<file path="src/rtl/sxl_pkg.sv">
`timescale 1ns / 1ps
`default_nettype none

package sxl_pkg;

  // Character codes
  localparam logic [7:0] CH_LPAREN = 8'h28;
  localparam logic [7:0] CH_RPAREN = 8'h29;
  localparam logic [7:0] CH_QUOTE  = 8'h22;
  localparam logic [7:0] CH_ESCAPE = 8'h5C;
  localparam logic [7:0] CH_POINT  = 8'h2E;
  localparam logic [7:0] CH_ZERO   = 8'h30;
  localparam logic [7:0] CH_NINE   = 8'h39;
  localparam logic [7:0] CH_SPACE  = 8'h20;
  localparam logic [7:0] CH_NL     = 8'h0A;
  localparam logic [7:0] CH_TAB    = 8'h09;
  localparam logic [7:0] CH_CR     = 8'h0D;

  localparam logic [30:0] INT_LIMIT = 31'h7FFF_FFFF;
  localparam logic [31:0] POS_MAX   = 32'hFFFF_FFFF;

  // Result queue sizing
  localparam int FIFO_AW    = 2;
  localparam int FIFO_DEPTH = 1 << FIFO_AW;

  typedef enum logic [2:0] {
    EV_STR_CHAR   = 3'd0,
    EV_SYM_CHAR   = 3'd1,
    EV_STR_END    = 3'd2,
    EV_SYM_END    = 3'd3,
    EV_LPAREN     = 3'd4,
    EV_RPAREN     = 3'd5,
    EV_MISS_QUOTE = 3'd6,
    EV_BAD_NUMBER = 3'd7
  } ev_t;

  // One result beat
  typedef struct packed {
    ev_t          ev;
    logic [7:0]   chr;
    logic [31:0]  line;
    logic [31:0]  col;
    logic         is_number;
    logic         is_float;
    logic [30:0]  int_value;
    logic         last;
  } res_t;

  // Results caused by one input beat
  typedef struct packed {
    logic [1:0] n;
    res_t       r0;
    res_t       r1;
  } lex_out_t;

endpackage

`default_nettype wire

</file>
<file path="src/rtl/sexpr_token_lexer.sv">
`timescale 1ns / 1ps
`default_nettype none

// S-expression byte lexer.
// Input channel (in_valid/in_ready): one beat per source byte, kind = 0, or
// an end-of-input marker, kind = 1. Output channel (out_valid/out_ready):
// one beat per event (string/symbol char, string/symbol end, parens,
// missing quote, bad number), each tagged with the token's start line and
// column; last marks the final event caused by an input beat.
// Each accepted byte updates the lexer state in the cycle it is accepted and
// drops its zero, one or two events into a four-entry result queue; the first
// event is visible on the output the cycle after acceptance if the queue was empty.
// Throughput: one byte per cycle while in_ready stays high and each byte causes
// at most one event; a byte causing two events (a symbol closed by a paren) is
// drained through the single read port of the result queue, one event per read.
// in_ready drops when fewer than two queue slots are free, so a stalled
// receiver backs up the input without losing data.
// Reset clears the queue, the line/column counters and the lexer state.
module sexpr_token_lexer import sxl_pkg::*; (
  input  wire logic        clk,
  input  wire logic        rst,
  input  wire logic        in_valid,
  output logic             in_ready,
  input  wire logic        kind,
  input  wire logic [7:0]  in_byte,
  output logic             out_valid,
  input  wire logic        out_ready,
  output logic [2:0]       event_res,
  output logic [7:0]       out_byte,
  output logic [31:0]      start_line,
  output logic [31:0]      start_column,
  output logic             is_number,
  output logic             is_float,
  output logic [30:0]      int_value,
  output logic             last
);

  lex_out_t lo;
  res_t     dout;
  logic     fire;

  assign fire = in_valid && in_ready;

  sxl_core u_core (
    .clk     (clk),
    .rst     (rst),
    .fire    (fire),
    .kind    (kind),
    .in_byte (in_byte),
    .lo      (lo)
  );

  sxl_out_fifo u_fifo (
    .clk       (clk),
    .rst       (rst),
    .wr_en     (fire),
    .lo        (lo),
    .room      (in_ready),
    .out_valid (out_valid),
    .out_ready (out_ready),
    .dout      (dout)
  );

  // Output fields
  assign event_res    = dout.ev;
  assign out_byte     = dout.chr;
  assign start_line   = dout.line;
  assign start_column = dout.col;
  assign is_number    = dout.is_number;
  assign is_float     = dout.is_float;
  assign int_value    = dout.int_value;
  assign last         = dout.last;

endmodule

`default_nettype wire

</file>
<file path="src/rtl/sxl_core.sv">
`timescale 1ns / 1ps
`default_nettype none

module sxl_core import sxl_pkg::*; (
  input  wire logic       clk,
  input  wire logic       rst,
  input  wire logic       fire,
  input  wire logic       kind,
  input  wire logic [7:0] in_byte,
  output lex_out_t        lo
);

  typedef enum logic [2:0] {
    MODE_IDLE = 3'b001,
    MODE_STR  = 3'b010,
    MODE_SYM  = 3'b100
  } mode_t;

  typedef enum logic [2:0] {
    CLS_OTHER, CLS_LPAREN, CLS_RPAREN, CLS_QUOTE, CLS_ESCAPE, CLS_SPACE
  } cls_t;

  typedef struct packed {
    logic        numeric;
    logic [1:0]  pc;
    logic        dseen;
    logic        dbsp;
    logic [30:0] acc;
    logic        ovf;
  } num_t;

  localparam num_t NUM_CLEAR = '{numeric: 1'b1, pc: 2'd0, dseen: 1'b0, dbsp: 1'b0,
                                 acc: '0, ovf: 1'b0};

  function automatic cls_t classify(logic [7:0] c);
    cls_t r;
    if (c == CH_LPAREN) r = CLS_LPAREN;
    else if (c == CH_RPAREN) r = CLS_RPAREN;
    else if (c == CH_QUOTE) r = CLS_QUOTE;
    else if (c == CH_ESCAPE) r = CLS_ESCAPE;
    else if (c == CH_SPACE || (c >= CH_TAB && c <= CH_CR)) r = CLS_SPACE;
    else r = CLS_OTHER;
    return r;
  endfunction

  // Number tracking for one symbol character; acc*10 as two shifts
  function automatic num_t num_feed(num_t s, logic [7:0] c);
    num_t        r;
    logic [34:0] v;
    r = s;
    v = ({4'd0, s.acc} << 3) + ({4'd0, s.acc} << 1) + {31'd0, c[3:0]};
    if (c == CH_POINT) begin
      if (s.pc == 2'd1) r.dbsp = s.dseen;
      if (s.pc != 2'd2) r.pc = s.pc + 2'd1;
    end else if (c >= CH_ZERO && c <= CH_NINE) begin
      r.dseen = 1'b1;
      if (s.pc == 2'd0 && !s.ovf) begin
        if (v > {4'd0, INT_LIMIT}) begin
          r.ovf = 1'b1;
          r.acc = INT_LIMIT;
        end else begin
          r.acc = v[30:0];
        end
      end
    end else begin
      r.numeric = 1'b0;
    end
    return r;
  endfunction

  function automatic res_t mk(ev_t ev, logic [7:0] c, logic [31:0] ln, logic [31:0] cl);
    res_t r;
    r = '0;
    r.ev   = ev;
    r.chr  = c;
    r.line = ln;
    r.col  = cl;
    return r;
  endfunction

  // Symbol end or bad number, from the number tracker
  function automatic res_t end_sym(num_t s, logic [31:0] ln, logic [31:0] cl);
    res_t r;
    r = mk(EV_SYM_END, 8'h00, ln, cl);
    if (!s.numeric) begin
      r.ev = EV_SYM_END;
    end else if (s.pc == 2'd0) begin
      if (s.ovf) begin
        r.ev = EV_BAD_NUMBER;
      end else begin
        r.is_number = 1'b1;
        r.int_value = s.acc;
      end
    end else if (s.pc == 2'd1) begin
      if (s.dseen) begin
        r.is_number = 1'b1;
        r.is_float  = 1'b1;
      end else begin
        r.ev = EV_BAD_NUMBER;
      end
    end else if (!s.dbsp) begin
      r.ev = EV_BAD_NUMBER;
    end
    return r;
  endfunction

  mode_t       mode, mode_next;
  logic        esc, esc_next;
  logic        started, started_next;
  logic [31:0] line_cnt, line_next;
  logic [31:0] col_cnt, col_next;
  logic [31:0] tok_line, tok_line_next;
  logic [31:0] tok_col, tok_col_next;
  num_t        num, num_next;

  cls_t        cls, cls_eff;
  logic        open_new;
  logic        push;
  res_t        new_res;

  assign cls = classify(in_byte);

  // Per-beat lexer update
  always_comb begin
    mode_next     = mode;
    esc_next      = esc;
    started_next  = started;
    line_next     = line_cnt;
    col_next      = col_cnt;
    tok_line_next = tok_line;
    tok_col_next  = tok_col;
    num_next      = num;
    lo            = '0;
    cls_eff       = cls;
    open_new      = 1'b0;
    push          = 1'b0;
    new_res       = '0;

    if (kind) begin
      // End of input: flush symbol or flag an open string
      unique case (mode)
        MODE_SYM: begin
          lo.r0 = end_sym(num, tok_line, tok_col);
          lo.n  = 2'd1;
        end
        MODE_STR: begin
          lo.r0 = mk(EV_MISS_QUOTE, 8'h00, tok_line, tok_col);
          lo.n  = 2'd1;
        end
        default: ;
      endcase
      mode_next    = MODE_IDLE;
      esc_next     = 1'b0;
      started_next = 1'b0;
    end else begin
      // Position counters
      col_next = (col_cnt == POS_MAX) ? col_cnt : col_cnt + 32'd1;
      if (in_byte == CH_NL) begin
        line_next = (line_cnt == POS_MAX) ? line_cnt : line_cnt + 32'd1;
        col_next  = '0;
      end

      if (started || !(in_byte == CH_SPACE || in_byte == CH_NL)) begin
        if (!started) begin
          started_next  = 1'b1;
          tok_line_next = line_next;
          tok_col_next  = col_next;
        end
        if (esc) begin
          cls_eff  = CLS_OTHER;
          esc_next = 1'b0;
        end
        if (!esc && cls == CLS_ESCAPE) begin
          esc_next = 1'b1;
        end else begin
          unique case (mode)
            MODE_STR: begin
              if (cls_eff == CLS_QUOTE) begin
                lo.r0        = mk(EV_STR_END, 8'h00, tok_line_next, tok_col_next);
                mode_next    = MODE_IDLE;
                started_next = 1'b0;
              end else begin
                lo.r0 = mk(EV_STR_CHAR, in_byte, tok_line_next, tok_col_next);
              end
              lo.n = 2'd1;
            end
            MODE_SYM: begin
              if (cls_eff == CLS_OTHER) begin
                lo.r0    = mk(EV_SYM_CHAR, in_byte, tok_line_next, tok_col_next);
                num_next = num_feed(num, in_byte);
              end else begin
                lo.r0     = end_sym(num, tok_line_next, tok_col_next);
                mode_next = MODE_IDLE;
                if (cls_eff == CLS_SPACE) begin
                  started_next = 1'b0;
                end else begin
                  // The delimiter opens its own token at the same position
                  tok_line_next = line_next;
                  tok_col_next  = col_next;
                  open_new      = 1'b1;
                end
              end
              lo.n = 2'd1;
            end
            default: open_new = 1'b1;
          endcase

          if (open_new) begin
            mode_next = MODE_IDLE;
            unique case (cls_eff)
              CLS_QUOTE: mode_next = MODE_STR;
              CLS_OTHER: begin
                mode_next = MODE_SYM;
                num_next  = num_feed(NUM_CLEAR, in_byte);
                new_res   = mk(EV_SYM_CHAR, in_byte, tok_line_next, tok_col_next);
                push      = 1'b1;
              end
              CLS_LPAREN: begin
                new_res      = mk(EV_LPAREN, 8'h00, tok_line_next, tok_col_next);
                push         = 1'b1;
                started_next = 1'b0;
              end
              CLS_RPAREN: begin
                new_res      = mk(EV_RPAREN, 8'h00, tok_line_next, tok_col_next);
                push         = 1'b1;
                started_next = 1'b0;
              end
              default: ;
            endcase
            if (push) begin
              if (lo.n == 2'd0) lo.r0 = new_res;
              else lo.r1 = new_res;
              lo.n = lo.n + 2'd1;
            end
          end
        end
      end
    end

    // Mark the final result of this beat
    if (lo.n == 2'd1) lo.r0.last = 1'b1;
    if (lo.n == 2'd2) lo.r1.last = 1'b1;
  end

  // State registers
  always_ff @(posedge clk) begin
    if (rst) begin
      mode     <= MODE_IDLE;
      esc      <= 1'b0;
      started  <= 1'b0;
      line_cnt <= '0;
      col_cnt  <= '0;
      tok_line <= '0;
      tok_col  <= '0;
      num      <= NUM_CLEAR;
    end else if (fire) begin
      mode     <= mode_next;
      esc      <= esc_next;
      started  <= started_next;
      line_cnt <= line_next;
      col_cnt  <= col_next;
      tok_line <= tok_line_next;
      tok_col  <= tok_col_next;
      num      <= num_next;
    end
  end

endmodule

`default_nettype wire

</file>
<file path="src/rtl/sxl_out_fifo.sv">
`timescale 1ns / 1ps
`default_nettype none

module sxl_out_fifo import sxl_pkg::*; (
  input  wire logic     clk,
  input  wire logic     rst,
  input  wire logic     wr_en,
  input  wire lex_out_t lo,
  output logic          room,
  output logic          out_valid,
  input  wire logic     out_ready,
  output res_t          dout
);

  res_t               mem [FIFO_DEPTH];
  logic [FIFO_AW-1:0] wr_ptr;
  logic [FIFO_AW-1:0] rd_ptr;
  logic [FIFO_AW:0]   count;
  logic [FIFO_AW:0]   n_push;
  logic               pop;

  // Room for the two results one beat can cause
  assign room      = (count <= (FIFO_AW+1)'(FIFO_DEPTH - 2));
  assign out_valid = (count != '0);
  assign dout      = mem[rd_ptr];
  assign pop       = out_valid && out_ready;
  assign n_push    = wr_en ? {{(FIFO_AW-1){1'b0}}, lo.n} : '0;

  // Result storage
  always_ff @(posedge clk) begin
    if (wr_en && lo.n != 2'd0) mem[wr_ptr] <= lo.r0;
    if (wr_en && lo.n == 2'd2) mem[wr_ptr + FIFO_AW'(1)] <= lo.r1;
  end

  // Pointers and fill level
  always_ff @(posedge clk) begin
    if (rst) begin
      wr_ptr <= '0;
      rd_ptr <= '0;
      count  <= '0;
    end else begin
      wr_ptr <= wr_ptr + n_push[FIFO_AW-1:0];
      if (pop) rd_ptr <= rd_ptr + FIFO_AW'(1);
      count <= count + n_push - {{FIFO_AW{1'b0}}, pop};
    end
  end

endmodule

`default_nettype wire

</file>
<file path="config.mk">
export PLATFORM = sky130hd
export DESIGN_NAME = sexpr_token_lexer
export DESIGN_NICKNAME = d
export VERILOG_FILES = /design/src/rtl/sxl_pkg.sv /design/src/rtl/sexpr_token_lexer.sv /design/src/rtl/sxl_core.sv /design/src/rtl/sxl_out_fifo.sv
export SDC_FILE = /design/constraint.sdc
export NUM_CORES = 2
export LEC_CHECK = 0
export BUFFER_PORTS_ARGS = -buffer_cell sky130_fd_sc_hd__buf_4
export CAP_MARGIN = 25
export CORE_MARGIN = 2
export CORE_UTILIZATION = 55
export DETAILED_ROUTE_END_ITERATION = 8
export PLACE_DENSITY = 0.81
export SYNTH_ARGS = -nofsm -noshare
export SYNTH_HDL_FRONTEND = slang
export SYNTH_SLANG_ARGS = --single-unit
export TNS_END_PERCENT = 50
</file>
<file path="constraint.sdc">
create_clock -name clk -period 6.7 [get_ports clk]
set_clock_uncertainty 0.05 [all_clocks]
set_input_delay 1.34 -clock clk [delete_from_list [all_inputs] [get_ports clk]]
set_output_delay 1.34 -clock clk [all_outputs]
set_load 0.02 [all_outputs]
</file>
Word-level counts from Yosys, hierarchy flattened
Memory sizes are Yosys's and may differ from the RTL's. A register that Yosys moved wholly into a read port is not among the register bits.
Index checks and enable logic that the tools add are counted.
{"block": "word_totals", "regBits": 177, "latch_bits": 0, "ram_bits": 436, "mem_bits_ro": 0, "inputBits": 13, "mem_count": 1}
{"block": "classes", "add_sub_neg": 11, "multipliers": 0, "n_div": 0, "magnitude_cmp": 7, "n_eq_ne": 23, "n_shift": 0, "n_mux": 122, "bitwise_logic": 2, "n_reduce_logical": 28}
{"memory": "u_fifo.mem", "words": 4, "word_bits": 109, "read_ports": 1, "rd_clocked_by_memory_dff": 1, "write_ports": 2, "line_no": "sxl_out_fifo.sv:15", "rtl": "res_t mem [FIFO_DEPTH];"}
{"op": "220-bit two-way mux", "n": 4}
{"op": "32-bit two-way mux", "n": 25}
{"op": "111-bit two-way mux", "n": 4}
{"op": "110-bit one-hot mux with 2 select lines", "n": 2}
{"op": "109-bit two-way mux", "n": 4}
{"op": "109-bit one-hot mux with 3 select lines", "n": 1}
{"op": "37-bit two-way mux", "n": 4}
{"op": "31-bit two-way mux", "n": 4}
{"op": "108-bit two-way mux", "n": 1}
{"op": "32-bit by 1-bit adder with 32-bit output, second input constant", "n": 2}
{"op": "32-bit == test, second input constant", "n": 2}
{"op": "3-bit two-way mux", "n": 20}
{"op": "1-bit two-way mux", "n": 41}
{"op": "8-bit by 6-bit == test with 1-bit output, second input constant", "n": 5}
{"op": "34-bit by 32-bit adder with 35-bit output", "n": 1}
{"op": "35-bit by 4-bit adder with 35-bit output", "n": 1}
{"op": "35-bit by 31-bit > comparator with 1-bit output, second input constant", "n": 1}
{"op": "33-bit two-way mux", "n": 1}
{"op": "4-bit by 31-bit > comparator with 1-bit output, second input constant", "n": 1}
{"op": "2-bit two-way mux", "n": 7}
{"op": "3-bit one-hot mux with 2 select lines", "n": 2}
{"op": "3-bit by 2-bit == test with 1-bit output, second input constant", "n": 3}
{"op": "3-bit == test, second input constant", "n": 3}
{"op": "2-bit by 1-bit adder with 2-bit output, second input constant", "n": 4}
{"op": "32 further kinds", "n": 50}

Longest topological paths before layout
{"block": "logic_depth", "ltp_word": 31, "ltp_mapped": 16, "depth_no_buf": 14}

By module
A second synthesis with hierarchy kept.
{"block": "unflattened", "hier_cells": 2939, "hier_area_um2": 34551.9}
{"module": "sxl_out_fifo", "instances": 1, "cells_each": 1110, "area_per_inst_um2": 21375.5, "seq_area_each_um2": 13272.7}
{"module": "sxl_core", "instances": 1, "cells_each": 1828, "area_per_inst_um2": 13170.1, "seq_area_each_um2": 3403.3}
{"module": "sexpr_token_lexer", "instances": 1, "cells_each": 1, "area_per_inst_um2": 6.3, "seq_area_each_um2": 0.0}

Least setup slack after synthesis
No wires, ideal clock.
{"block": "synth_path", "kind": "input to register", "start": "input in_byte[3]", "end": "memory u_fifo.mem[3][0] (netlist name), enable pin", "setup_ns": 0.760, "arrival_ns": 6.256, "setup_slack_ns": -0.366, "stages": 15, "cell_sequence": "buf_2 -> or4_1 -> nor2_1 -> a211o_1 -> nand3_1 -> o21ai_1 -> inv_1 -> ha_1 -> or4_1 -> a31oi_1 -> or4_1 -> buf_2 -> clkbuf_1 -> clkbuf_1 -> nand2_1"}
{"item": "from (decl)", "line_no": "sexpr_token_lexer.sv:25", "rtl": "input wire logic [7:0] in_byte,"}
{"item": "to (decl)", "line_no": "sxl_out_fifo.sv:15"}

==> metrics <==
Root Driver clkbuf_16; EDFF count, synth 300; Peak VDD IR 204 uV; Syn Inst Count 3029; total CTS buffers between 60 and 70; most common cell after layout, fill and taps aside dfxtp_1; clock period minus final worst setup slack about 5600 ps; reg2reg setup slack around 1900 ps; worst-skew pair later-pin latency approximately 640 ps; WS Path Type primary input to flip-flop; Placed Area about 33000 sq um; Fin Hold WS slightly above 400 ps; initial detailed-routing violation count 3157; Netlist cell types between 80 and 90; Initial Util about 56%; Core ar. 56300 sq um; All-Layer GR Usage between 30% and 40%; hold buffers post-CTS 0; highest metal used met5; outcome finished, final reports clean; Hold Crit Class flip-flop to flip-flop; post-synthesis cell area about 31000 sq um; PD cells between 200 and 300 nW/um^2; CP Data Arrival Time 6100 ps; # rows 87; leakage power around 12 nW; Crit Path Max Fanout 46; Post-Syn Nets approximately 3100; largest net degree at the start of global routing between 90 and 100; H-tree Lvls 2; width of the die 243 um; Ports between 100 and 150; setup bufs post-CTS 0; Startpoint Class primary input; Hold Vio Cnt, Final 0; total number of vias 26288; met2 WL ~43000 um; Synth Register Bits 615; Tightest Pin Transition 1110 ps; ys async rst share 0%; Synth warnings 0; Most used DFF post-synth dfxtp_1; commonest cells after routing, fill and taps aside dfxtp_1 (313), edfxtp_1 (300), nand2_1 (278); post-route cell area ~35000 sq um; fin crit share a little over four fifths; clk buf depth 3; drt pass-1 iters 6; Slew Limit Fails 0; Wirelength per Cell approximately 24 um; CP endpoint kind flip-flop; Residual DRC 0; Placer Congestion about 0.89; total power 9.29 mW; met3 WL approximately 10000 um; ANT nets after route 0; sequential fraction of the synthesis area roughly half; share of cells above drive strength 1 between 10% and 20%; # port buffers 123; WP data required between 7000 and 8000 ps; vias in the first global route 25849; vias per cell 6.85; Layout area overhead 11.4%; nets@finish roughly 3100; relative slew slack a little over a quarter; M1 wire length about 35000 um; final setup fails 0; clk slew on worst S/H paths roughly 60 ps; CTS tree done; total gr overflow 0; Avg Synthesized Cell Area ~10 sq um; first-pass GRT wire length 142000 um; Max Clk Rate ~0.18 GHz; Max Cap Viol 0; RSZ-0062 raised after global routing no; height of the die 243 um; Num Clock Sinks between 600 and 700; Total Wirelength just over 90000 um; die area roughly 59000 sq um; initial antenna violation count 3; Detailed Place HPWL 55900 um; PostCTS Resize Cnt 0
## area by class of cell
cell class	instances	area, sq um
diodes	2	5.00
clock buffers	93	1750
clock inverters	23	218
fillers	4271	21400
inverters	40	151
multi-input cells	2128	15000
flip-flops and latches	615	15300
well taps	756	946
repair buffers	178	1520
## per-stage QoR
stage | setup TNS (ps) | setup slack (ps) | util [%] | instances
floorplan | -22210 | -296 | - | 3029
global placement | 0 | 632 | 58.4 | 3715
detailed placement | 0 | 598 | 58.4 | 3716
CTS | 0 | 1230 | 61.9 | 3832
global route | 0 | 708 | 61.9 | 3835
finish | 0 | 1100 | 61.9 | 3835
## worst paths after layout
check | from | to | cells after the start
setup / recovery | in_byte[3] | u_fifo.mem[3][29] | 15
hold / removal | u_fifo.mem[0][22] | u_fifo.mem[0][22] | 1
setup reg to reg | u_core.mode[2] | u_fifo.mem[0][41] | 10
hold reg to reg | u_fifo.mem[0][22] | u_fifo.mem[0][22] | 1
## cells by family after synthesis
group                      count (synthesis)  synth area share (%)
AOI/OAI and AO/OA                        865                  17.9
xor gates and xnor gates                 107                  3.00
adders and majority gates                 73                  2.99
buffers and inverters                    286                  3.68
DFF                                      615                  48.9
muxes                                    165                  9.71
and+or+nand+nor                          918                  13.8
## sequential cells by signal, indices dropped and copies added (netlist names), named ones only
| register | count |
|---|---|
| u_core.col_cnt | 32 |
| u_core.esc | 1 |
| u_core.line_cnt | 32 |
| u_core.mode | 3 |
| u_core.num | 37 |
| u_core.started | 1 |
| u_core.tok_col | 32 |
| u_core.tok_line | 32 |
| u_fifo.count | 3 |
| u_fifo.mem | 436 |
| u_fifo.rd_ptr | 2 |
| u_fifo.wr_ptr | 2 |
## metal layers
metal	track usage, %	up-vias
li1	-	11603
met1	39.1	12778
met2	49.3	1650
met3	7.28	255
met4	12.4	2
met5	0	-
## critical path, cell delays in order
cell and delay (ps):
buf_4 170, nor3b_1 370, nand2_1 120, o21ai_1 500, nand3_1 300, o21ai_1 470
inv_1 100, ha_1 360, or4_1 520, a31oi_1 510, or4_4 510, buf_12 330
buf_12 210, nand3_1 90, o21ai_0 130
## Yosys cell counts (all sizes together) (47+ instances only)
cell / instances / area [sq um]
nor2: 227 / 852
xnor2: 60 / 526
a22oi: 65 / 488
o21ai: 196 / 981
dfxtp: 315 / 6310
clkbuf: 185 / 694
ha: 70 / 876
nand2: 281 / 1050
o22ai: 262 / 1760
mux4: 109 / 2450
buf: 61 / 307
edfxtp: 300 / 9010
nor3: 57 / 285
nand3: 152 / 761
a21oi: 133 / 666
xor2: 47 / 412
## power breakdown
part / switching, mW / internal [mW]
clock: 1.48 / 1.92
sequential: 0.126 / 4.01
combinational: 1.04 / 0.721
total: 2.64 / 6.65
Power figures use the tool's default switching activity.
